--- config.mk ---
export PLATFORM = sky130hd
export DESIGN_NAME = modular_exponentiation_top
export DESIGN_NICKNAME = d
export VERILOG_FILES = /design/src/design/mme_pkg.sv /design/src/design/modular_exponentiation_top.sv /design/src/design/mme_apb_regs.sv /design/src/design/mme_mulmod.sv
export SDC_FILE = /design/constraint.sdc
export NUM_CORES = 1
export LEC_CHECK = 0
export BUFFER_PORTS_ARGS = -buffer_cell sky130_fd_sc_hd__buf_4
export CORE_MARGIN = 2
export CORE_UTILIZATION = 55
export DETAILED_ROUTE_END_ITERATION = 6
export PLACE_DENSITY = 0.77
export SLEW_MARGIN = 5
export SYNTH_ARGS = -nofsm -noshare
export SYNTH_HDL_FRONTEND = slang
export SYNTH_SLANG_ARGS = --single-unit
--- constraint.sdc ---
create_clock -name i_clk -period 7.3 [get_ports i_clk]
set_input_delay 0.365 -clock i_clk [delete_from_list [all_inputs] [get_ports i_clk]]
set_output_delay 0.365 -clock i_clk [all_outputs]
set_load 0.02 [all_outputs]
--- src/design/mme_pkg.sv ---
`default_nettype none

package mme_pkg;

    // Default operand width
    localparam int WORD_BITS_DEF = 32;

    // Fixed width of the external data ports
    localparam int PORT_BITS = 32;

    // Register file decode (word index taken from paddr[2])
    localparam logic REG_BASE = 1'b0;
    localparam logic REG_EXP  = 1'b1;

    // Register reset values
    localparam logic [PORT_BITS-1:0] BASE_RST = 32'd2;
    localparam logic [PORT_BITS-1:0] EXP_RST  = 32'd1;

    // Exponentiation sequencer states
    typedef enum logic [1:0] {
        ST_IDLE,
        ST_RED,
        ST_MUL,
        ST_SQR
    } t_state;

endpackage

`default_nettype wire

--- src/design/modular_exponentiation_top.sv ---
// Channel  | Signals                                        | Handshake
// ---------+------------------------------------------------+-------------------------------
// input    | start, busy, i_modulus[31:0]                   | transfer when start && !busy
// result   | o_valid, o_remainder[31:0]                     | one-cycle strobe, no backpressure
// config   | psel, penable, pwrite, paddr[2:0], pwdata,     | write on psel&penable&pwrite;
//          | prdata, pready                                 | base at 0x0, exponent at 0x4
//
// One item runs through a single bit-serial modular multiplier, one multiplication
// at a time. An item costs one base reduction, one multiply per set exponent bit
// and one squaring per exponent bit below the top. A zero modulus answers on the
// next cycle.
// Reset is synchronous and active low; busy stays high until the result strobe.
`default_nettype none

module modular_exponentiation_top
    import mme_pkg::*;
#(
    parameter int WORD_BITS = WORD_BITS_DEF
) (
    input  wire logic                 i_clk,
    input  wire logic                 i_rst_n,
    input  wire logic                 start,
    output logic                      busy,
    input  wire logic [PORT_BITS-1:0] i_modulus,
    output logic                      o_valid,
    output logic      [PORT_BITS-1:0] o_remainder,
    input  wire logic                 psel,
    input  wire logic                 penable,
    input  wire logic                 pwrite,
    input  wire logic [2:0]           paddr,
    input  wire logic [PORT_BITS-1:0] pwdata,
    output logic      [PORT_BITS-1:0] prdata,
    output logic                      pready
);

    localparam int IDX_W = $clog2(WORD_BITS);

    logic [WORD_BITS-1:0] cfg_base;
    logic [WORD_BITS-1:0] cfg_exponent;
    logic [WORD_BITS-1:0] mod_in;

    t_state               r_state, n_state;
    logic                 r_go, n_go;
    logic                 r_vld, n_vld;
    logic [WORD_BITS-1:0] r_res, n_res;
    logic [WORD_BITS-1:0] r_mod, n_mod;
    logic [WORD_BITS-1:0] r_acc, n_acc;
    logic [WORD_BITS-1:0] r_sq, n_sq;
    logic [WORD_BITS-1:0] r_exp, n_exp;
    logic [IDX_W-1:0]     r_idx, n_idx;

    logic                 mul_done;
    logic [WORD_BITS-1:0] mul_prod;
    logic [WORD_BITS-1:0] op_a;
    logic [WORD_BITS-1:0] op_b;
    logic                 last_bit;
    logic                 next_last;

    mme_apb_regs #(
        .WORD_BITS (WORD_BITS)
    ) u_regs (
        .i_clk      (i_clk),
        .i_rst_n    (i_rst_n),
        .psel       (psel),
        .penable    (penable),
        .pwrite     (pwrite),
        .paddr      (paddr),
        .pwdata     (pwdata),
        .prdata     (prdata),
        .pready     (pready),
        .o_base     (cfg_base),
        .o_exponent (cfg_exponent)
    );

    mme_mulmod #(
        .WORD_BITS (WORD_BITS)
    ) u_mulmod (
        .i_clk     (i_clk),
        .i_rst_n   (i_rst_n),
        .i_start   (r_go),
        .i_mult_a  (op_a),
        .i_mult_b  (op_b),
        .i_mod     (r_mod),
        .o_done    (mul_done),
        .o_product (mul_prod)
    );

    assign mod_in    = i_modulus[WORD_BITS-1:0];
    assign last_bit  = (r_idx == IDX_W'(WORD_BITS - 1));
    assign next_last = (r_idx == IDX_W'(WORD_BITS - 2));

    // Select multiplier operands by phase
    always_comb begin
        case (r_state)
            ST_RED: begin
                op_a = r_acc;
                op_b = cfg_base;
            end
            ST_MUL: begin
                op_a = r_acc;
                op_b = r_sq;
            end
            default: begin
                op_a = r_sq;
                op_b = r_sq;
            end
        endcase
    end

    // Sequence: reduce base, then multiply / square per exponent bit
    always_comb begin
        n_state = r_state;
        n_go    = 1'b0;
        n_vld   = 1'b0;
        n_res   = r_res;
        n_mod   = r_mod;
        n_acc   = r_acc;
        n_sq    = r_sq;
        n_exp   = r_exp;
        n_idx   = r_idx;
        case (r_state)
            ST_IDLE: begin
                if (start) begin
                    n_mod = mod_in;
                    n_exp = cfg_exponent;
                    n_idx = '0;
                    if (mod_in == '0) begin
                        n_vld = 1'b1;
                        n_res = '0;
                    end else begin
                        n_acc   = (mod_in == WORD_BITS'(1)) ? '0 : WORD_BITS'(1);
                        n_state = ST_RED;
                        n_go    = 1'b1;
                    end
                end
            end
            ST_RED: begin
                if (mul_done) begin
                    n_sq = mul_prod;
                    if (r_exp[0]) begin
                        n_state = ST_MUL;
                        n_go    = 1'b1;
                    end else if (!last_bit) begin
                        n_state = ST_SQR;
                        n_go    = 1'b1;
                    end else begin
                        n_state = ST_IDLE;
                        n_vld   = 1'b1;
                        n_res   = r_acc;
                    end
                end
            end
            ST_MUL: begin
                if (mul_done) begin
                    n_acc = mul_prod;
                    if (!last_bit) begin
                        n_state = ST_SQR;
                        n_go    = 1'b1;
                    end else begin
                        n_state = ST_IDLE;
                        n_vld   = 1'b1;
                        n_res   = mul_prod;
                    end
                end
            end
            ST_SQR: begin
                if (mul_done) begin
                    n_sq  = mul_prod;
                    n_exp = r_exp >> 1;
                    n_idx = r_idx + IDX_W'(1);
                    if (r_exp[1]) begin
                        n_state = ST_MUL;
                        n_go    = 1'b1;
                    end else if (!next_last) begin
                        n_state = ST_SQR;
                        n_go    = 1'b1;
                    end else begin
                        n_state = ST_IDLE;
                        n_vld   = 1'b1;
                        n_res   = r_acc;
                    end
                end
            end
            default: n_state = ST_IDLE;
        endcase
    end

    // Control state
    always_ff @(posedge i_clk) begin
        if (!i_rst_n) begin
            r_state <= ST_IDLE;
            r_go    <= 1'b0;
            r_vld   <= 1'b0;
        end else begin
            r_state <= n_state;
            r_go    <= n_go;
            r_vld   <= n_vld;
        end
    end

    // Working values
    always_ff @(posedge i_clk) begin
        r_res <= n_res;
        r_mod <= n_mod;
        r_acc <= n_acc;
        r_sq  <= n_sq;
        r_exp <= n_exp;
        r_idx <= n_idx;
    end

    assign busy        = (r_state != ST_IDLE);
    assign o_valid     = r_vld;
    assign o_remainder = PORT_BITS'(r_res);

endmodule

`default_nettype wire

--- src/design/mme_apb_regs.sv ---
`default_nettype none

module mme_apb_regs
    import mme_pkg::*;
#(
    parameter int WORD_BITS = WORD_BITS_DEF
) (
    input  wire logic                 i_clk,
    input  wire logic                 i_rst_n,
    input  wire logic                 psel,
    input  wire logic                 penable,
    input  wire logic                 pwrite,
    input  wire logic [2:0]           paddr,
    input  wire logic [PORT_BITS-1:0] pwdata,
    output logic      [PORT_BITS-1:0] prdata,
    output logic                      pready,
    output logic      [WORD_BITS-1:0] o_base,
    output logic      [WORD_BITS-1:0] o_exponent
);

    logic [WORD_BITS-1:0] r_base;
    logic [WORD_BITS-1:0] r_exponent;
    logic                 wr_en;

    assign pready = 1'b1;
    assign wr_en  = psel && penable && pwrite;

    // Capture register writes on the access phase
    always_ff @(posedge i_clk) begin
        if (!i_rst_n) begin
            r_base     <= BASE_RST[WORD_BITS-1:0];
            r_exponent <= EXP_RST[WORD_BITS-1:0];
        end else if (wr_en) begin
            case (paddr[2])
                REG_BASE: r_base     <= pwdata[WORD_BITS-1:0];
                REG_EXP:  r_exponent <= pwdata[WORD_BITS-1:0];
                default:  ;
            endcase
        end
    end

    // Read back
    always_comb begin
        case (paddr[2])
            REG_BASE: prdata = PORT_BITS'(r_base);
            REG_EXP:  prdata = PORT_BITS'(r_exponent);
            default:  prdata = '0;
        endcase
    end

    assign o_base     = r_base;
    assign o_exponent = r_exponent;

endmodule

`default_nettype wire

--- src/design/mme_mulmod.sv ---
`default_nettype none

// Bit-serial interleaved modular multiplier: product = a * b mod m.
// Scans b from its top bit, one bit per cycle; requires a < m.
module mme_mulmod
    import mme_pkg::*;
#(
    parameter int WORD_BITS = WORD_BITS_DEF
) (
    input  wire logic                 i_clk,
    input  wire logic                 i_rst_n,
    input  wire logic                 i_start,
    input  wire logic [WORD_BITS-1:0] i_mult_a,
    input  wire logic [WORD_BITS-1:0] i_mult_b,
    input  wire logic [WORD_BITS-1:0] i_mod,
    output logic                      o_done,
    output logic      [WORD_BITS-1:0] o_product
);

    localparam int CNT_W = $clog2(WORD_BITS);

    logic                 r_run;
    logic                 r_done;
    logic [CNT_W-1:0]     r_cnt;
    logic [WORD_BITS-1:0] r_a;
    logic [WORD_BITS-1:0] r_b;
    logic [WORD_BITS-1:0] r_acc;

    logic [WORD_BITS:0]   dbl;
    logic [WORD_BITS:0]   dbl_sub;
    logic [WORD_BITS-1:0] dbl_red;
    logic [WORD_BITS-1:0] addend;
    logic [WORD_BITS:0]   sum;
    logic [WORD_BITS:0]   sum_sub;
    logic [WORD_BITS-1:0] n_acc;

    // One step: double and reduce, then add the selected partial and reduce
    always_comb begin
        dbl     = {r_acc, 1'b0};
        dbl_sub = dbl - {1'b0, i_mod};
        dbl_red = (dbl >= {1'b0, i_mod}) ? dbl_sub[WORD_BITS-1:0] : dbl[WORD_BITS-1:0];
        addend  = r_b[WORD_BITS-1] ? r_a : '0;
        sum     = {1'b0, dbl_red} + {1'b0, addend};
        sum_sub = sum - {1'b0, i_mod};
        n_acc   = (sum >= {1'b0, i_mod}) ? sum_sub[WORD_BITS-1:0] : sum[WORD_BITS-1:0];
    end

    // Step control
    always_ff @(posedge i_clk) begin
        if (!i_rst_n) begin
            r_run  <= 1'b0;
            r_done <= 1'b0;
            r_cnt  <= '0;
        end else begin
            r_done <= 1'b0;
            if (i_start) begin
                r_run <= 1'b1;
                r_cnt <= CNT_W'(WORD_BITS - 1);
            end else if (r_run) begin
                r_cnt <= r_cnt - CNT_W'(1);
                if (r_cnt == '0) begin
                    r_run  <= 1'b0;
                    r_done <= 1'b1;
                end
            end
        end
    end

    // Operand latch, multiplier shift register and partial result
    always_ff @(posedge i_clk) begin
        if (i_start) begin
            r_a   <= i_mult_a;
            r_b   <= i_mult_b;
            r_acc <= '0;
        end else if (r_run) begin
            r_b   <= {r_b[WORD_BITS-2:0], 1'b0};
            r_acc <= n_acc;
        end
    end

    assign o_done    = r_done;
    assign o_product = r_acc;

endmodule

`default_nettype wire

==> out/results.txt, run 1 <==
Max cap viols -> 0
First-pass GRT wire length -> 86.8 mm
Synth warn -> 0
Worst Setup End Kind -> flop
Cell family with most CP delay -> compound AO/OA/AOI/OAI gates
Total core area -> 0.0357 sq mm
Run status -> finished with violations
Area share of the largest cell type after synthesis -> 34.5%
Clk_lat worst skew -> 0.56 ns
Synth cell types -> 88
Largest cells by area after synthesis -> edfxtp_1 (34%), dfxtp_1 (11%), ha_1 (6.6%), mux2_2 (5.4%), nand2_1 (4.4%)
Final Util -> 71.0%
Cell count after synthesis -> 1,977
Slew @ Worst Pin -> 1.20 ns
Die Width -> 194 microns
# IOs -> 140
Minimum clock period -> 7.08 ns
Final Hold Vio Count -> 0
Mapped Avg Cell Area -> 10.1 sq um
Die height -> 194 microns
Filler cells -> 2,558
Tightest Hold Check Type -> input pin to flop
WP buf/inv -> 4
CTS Buffer Depth -> 3
Final setup viols -> 0
Worst setup path class -> flop to flop
Vias -> 16,569
Routed Antenna Nets -> 0
Largest net degree at the start of global routing -> 87
Worst EP required -> 7.71 ns
DRT iter0 DRCs -> 1,322
Flip-flop and latch count after synthesis -> 336
Synth Cell Area -> 0.0199 sq mm
H-Tree Level Count -> 2
Post-layout instance area -> 0.0253 sq mm
Post-synth top area cell -> edfxtp_1
Die area -> 0.0378 sq mm
Rel. slew slack -> 19.6%
Nets -> 2,548
Fmax -> 141 MHz
DRC Markers -> 20
Worst clock skew -> 0.0170 ns
Most frequent cells in the layout -> buf_4 (406), nand2_1 (234), edfxtp_1 (229)
GP Congestion -> 0.923
Cell row count -> 69
Antenna Cells -> 0
Hpwl dp -> 41.2 mm
Vias in the first global route -> 16,382
Register area share after synthesis -> 45.2%
Most common cell after layout, fill and taps aside -> buf_4
Vias per cell -> 5.80
TritonRoute pass-1 iters -> 7
Startpoint types -> flop
Final Max Tran Viols -> 0
Failing checks -> design-rule violations
Async set-reset flop share out of synthesis -> 0%
Initial Utilization -> 55.9%
GRT Util Overall -> 29.2%
Synth Net Count -> 2,158
Initial antenna violation count -> 0
Area Overhead vs Synth -> 26.9%
Most used flip-flop cell after synthesis -> edfxtp_1
CTS tree -> done
CTS Buf Count -> 39
IO buf count -> 136
Tcrit/Tclk final -> 96.9%
CP peak stage delay -> 0.49 ns
Critical Path Fanout Max -> 8
Share of cells above drive strength 1 -> 29.3%
CTS clk-pin slew, worst paths -> 0.06 ns
Number of flops mapped to enable cells by yosys -> 229
Clock root cell -> clkbuf_16
DRT Wirelength -> 56.7 mm
Slowest cell on crit path -> a2111o_1
Grt ovf -> 0
Sink Count -> 336
Worst Path Arrival -> 7.49 ns
DR WL/cell -> 19.8 microns
Placed Area -> 0.0232 sq mm
-- flip-flops by register name (all words and copies together), names as in the netlist --
| name | count |
|---|---|
| u_regs.o_base | 32 |
| o_remainder | 32 |
| r_idx | 5 |
| u_mulmod.r_a | 32 |
| u_mulmod.r_cnt | 5 |
| r_state | 2 |
| r_mod | 32 |
| r_sq | 32 |
| u_mulmod.o_done | 1 |
| u_regs.o_exponent | 32 |
| o_valid | 1 |
| r_acc | 32 |
| u_mulmod.r_run | 1 |
| r_go | 1 |
| u_mulmod.o_product | 32 |
| r_exp | 32 |
| u_mulmod.r_b | 32 |
-- layer usage --
| metal | part of all wire, % | GRT usage (%) | up-vias | wire (microns) |
|---|---|---|---|---|
| li1 | - | - | 7947 | - |
| met1 | 43 | 39.5 | 7940 | 24600 |
| met2 | 47 | 47.8 | 568 | 26600 |
| met3 | 6.2 | 3.83 | 114 | 3530 |
| met4 | 3.6 | 11.7 | 0 | 2020 |
| met5 | 0 | 0 | - | 0 |
-- worst min-delay path, stage by stage --
cell     delay, ns
buf_4         0.10
nand2_1       0.04
nand3_1       0.07
-- metrics by stage --
step                hold WS, ns  setup TNS [ns]  worst slack [ns]  cells
detailed placement        0.472               0           0.00392   2746
CTS                      0.0400               0           0.00709   2850
finish                   0.0507               0             0.224   2859
floorplan                 0.434               0             0.478   1977
global placement          0.458               0            0.0681   2746
global route             0.0566          -0.322           -0.0699   2859
-- cell usage after synthesis, types with 5 or more instances --
| cell type | count |
|---|---|
| mux2_4 | 26 |
| nor2b_1 | 16 |
| buf_6 | 7 |
| clkbuf_1 | 64 |
| mux2_2 | 96 |
| nor3_1 | 15 |
| a211oi_1 | 16 |
| nand4_1 | 17 |
| buf_1 | 15 |
| a311oi_2 | 15 |
| o21bai_1 | 15 |
| xor2_1 | 19 |
| mux2i_1 | 42 |
| a21oi_1 | 174 |
| nor3b_1 | 5 |
| o21ai_1 | 10 |
| dfxtp_1 | 107 |
| a21o_1 | 33 |
| o211ai_1 | 8 |
| a21boi_0 | 63 |
| ha_1 | 105 |
| xnor2_1 | 57 |
| o22ai_1 | 5 |
| edfxtp_1 | 229 |
| inv_1 | 88 |
| nor4_1 | 16 |
| nand3_1 | 32 |
| nor2_1 | 164 |
| o21ai_0 | 65 |
| o21a_1 | 15 |
| a31oi_1 | 13 |
| and2_1 | 66 |
| nand2_1 | 235 |
| nand2b_1 | 12 |
| and3_1 | 14 |
-- area by class of cell --
class                      count  area (sq um)  share of cell area, %
multi-input combinational   1459         10500                   41.6
sequential                   336          9020                   35.7
timing repair buffer         443          3480                   13.7
clock buffer                  55          1100                   4.33
tap                          461           577                   2.28
inverter                      88           330                   1.31
clock inverter                17           260                   1.03
-- path summary, 6_finish.rpt --
| check | slack, ns | to | depth (start not counted) | startpoint |
|---|---|---|---|---|
| max | 0.22 | u_mulmod.o_product[8] | 32 | r_mod[1] |
| min | 0.05 | u_regs.o_base[1] | 3 | pwdata[1] |
| max reg2reg | 0.22 | u_mulmod.o_product[8] | 32 | r_mod[1] |
| min reg2reg | 0.48 | u_regs.o_exponent[1] | 2 | u_regs.o_exponent[1] |
-- repair_timing --
action | CTS | global route
gates cloned | 0 | 2
hold buffers | 32 | 0
hold endpoints to repair | 32 | 0
pin swaps | 0 | 28
setup buffers | 0 | 7
resized for setup | 4 | 52
setup endpoints to repair | 8 | 32
-- cells by family (layout without fill, tap and decap cells) --
kind of cell               after synthesis  after routing  share of synthesized area, %
DFF                                    336            336                          45.2
buffers and inverters                  182            603                          3.80
adders and majority gates              108            108                          6.89
AOI/OAI and AO/OA                      498            498                          17.2
and+or+nand+nor                        611            611                          14.0
xor gates and xnor gates                76             76                          3.34
other                                    1              1                        0.0188
muxes                                  165            165                          9.54
Power of run 1 is left out: the tool's default activity adds up to more than one toggle a clock period on the data nets, which glitch-free logic cannot reach.
==> run 2: changes to the inputs <==
Settings changed: CELL_PAD_IN_SITES_DETAIL_PLACEMENT set to 1, CELL_PAD_IN_SITES_GLOBAL_PLACEMENT set to 1, CORE_UTILIZATION 55 to 44, PLACE_DENSITY 0.77 to not set, PLACE_DENSITY_LB_ADDON set to 0.1.
==> run 2 against run 1 <==
Compared with the run above: the flow now finishes without violations; clock skew is 0.00076 ns lower; global-route usage is 3.3 points lower; die area is 24% higher; core utilization is 14 points lower; critical path depth is 1 higher; final cell count is 2.0% higher; first-iteration DRC count is 25% lower; critical path type unchanged; critical endpoint is now u_mulmod.o_product[4]; largest cell class unchanged.
==> out/results.txt, run 2 (synthesis gave the netlist of run 1 again) <==
Slew @ Worst Pin -> 1.16 ns
Final Non-Filler Cells -> 2,917
WL met2 -> 30.3 mm
Critical Path Fanout Max -> 8
Share of cells above drive strength 1 -> 28.0%
Die Width -> 217 microns
Cell row count -> 77
Grt ovf -> 0
Startpoint types -> flop
Filler cells -> 4,876
Routed Antenna Nets -> 0
Worst clock skew -> 0.0163 ns
WL met1 -> 28.8 mm
Worst Setup End Kind -> flop
DR WL/cell -> 21.6 microns
Nets -> 2,472
Most common cell after layout, fill and taps aside -> buf_4
Hpwl dp -> 45.8 mm
Vias in the first global route -> 17,056
Die area -> 0.0470 sq mm
Sink Count -> 336
Register-to-Register Setup Slack -> 0.17 ns
Crit-path most repeated cell -> a21o_1
Die height -> 217 microns
GRT Util Overall -> 25.9%
CTS Buf Count -> 41
DRT iter0 DRCs -> 995
Max Used Layer -> met4
Placed cell count -> 2,794
Tightest Hold Check Type -> input pin to flop
Clock root cell -> clkbuf_16
CTS Buffer Depth -> 3
Worst Path Arrival -> 7.61 ns
Worst setup path class -> flop to flop
IO buf count -> 136
Vias per cell -> 5.56
CP peak stage delay -> 0.42 ns
TritonRoute pass-1 iters -> 5
Minimum clock period -> 7.13 ns
CTS clk-pin slew, worst paths -> 0.06 ns
Total core area -> 0.0445 sq mm
# IOs -> 140
Area Overhead vs Synth -> 26.1%
Slowest cell on crit path -> a2111o_1
Final setup viols -> 0
Tcrit/Tclk final -> 97.7%
Initial antenna violation count -> 0
H-Tree Level Count -> 2
Max cap viols -> 0
Run status -> finished clean
Vias -> 16,216
Largest net degree at the start of global routing -> 76
Initial Utilization -> 44.8%
First-pass GRT wire length -> 95.1 mm
Final Max Tran Viols -> 0
DRC Markers -> 0
Rel. slew slack -> 22.7%
GP Congestion -> 0.950
Final setup TNS -> 0 ns
CTS tree -> done
Worst EP required -> 7.77 ns
Fmax -> 140 MHz
DR WL met3 -> 2.34 mm
Clk_lat worst skew -> 0.58 ns
Final Hold Vio Count -> 0
DRT Wirelength -> 62.9 mm
Most frequent cells in the layout -> buf_4 (324), nand2_1 (231), edfxtp_1 (229)
## run 2: area by class of cell
cell class	instances	area (sq um)	share of cell area, %
diodes	1	2.50	0.00995
clock buffers	53	1090	4.34
clock inverters	23	289	1.15
inverters	88	330	1.31
multi-input cells	1459	10800	42.9
flip-flops and latches	336	9020	35.9
well taps	592	741	2.95
repair buffers	365	2870	11.4
## run 2: worst paths after layout
check                          end                  start  depth (start not counted)
min reg2reg  u_regs.o_exponent[16]  u_regs.o_exponent[16]                          2
min           u_regs.o_exponent[0]              pwdata[0]                          3
max          u_mulmod.o_product[4]               r_mod[1]                         33
max reg2reg  u_mulmod.o_product[4]               r_mod[1]                         33
## run 2: critical path: cells and delay by family (launching register included)
kind | cells | cell delay, ns
compound gates | 19 | 4.02
flops | 1 | 0.41
mux | 1 | 0.13
buf+inv | 5 | 0.77
fa+ha+maj | 3 | 0.85
simple gates | 5 | 0.82
## run 2: layer usage
| layer | up-vias | track usage, % |
|---|---|---|
| met1 | 8042 | 35.1 |
| li1 | 7762 | - |
| met5 | - | 0 |
| met4 | 0 | 7.37 |
| met3 | 85 | 3.06 |
| met2 | 327 | 43.8 |
## run 2: per-stage QoR
stage	setup WS [ns]	hold slack [ns]	area (sq um)	util, %
finish	0.166	0.0263	25100	56.5
global route	-0.0742	0.0342	25100	56.5
CTS	0.00959	0.00170	24400	54.9
detailed placement	-0.101	0.475	22700	51.1
global placement	0.0749	0.458	22700	51.1
floorplan	0.478	0.434	19900	-
## run 2: what timing repair did
action	in CTS	in global routing
resized for setup	3	105
pin swaps	3	54
endpoints found under the hold margin	32	0
setup endpoints to repair	23	32
gates cloned	0	3
setup buffers	0	11
hold buffers	32	0
Power of run 2 is left out for the same reason.
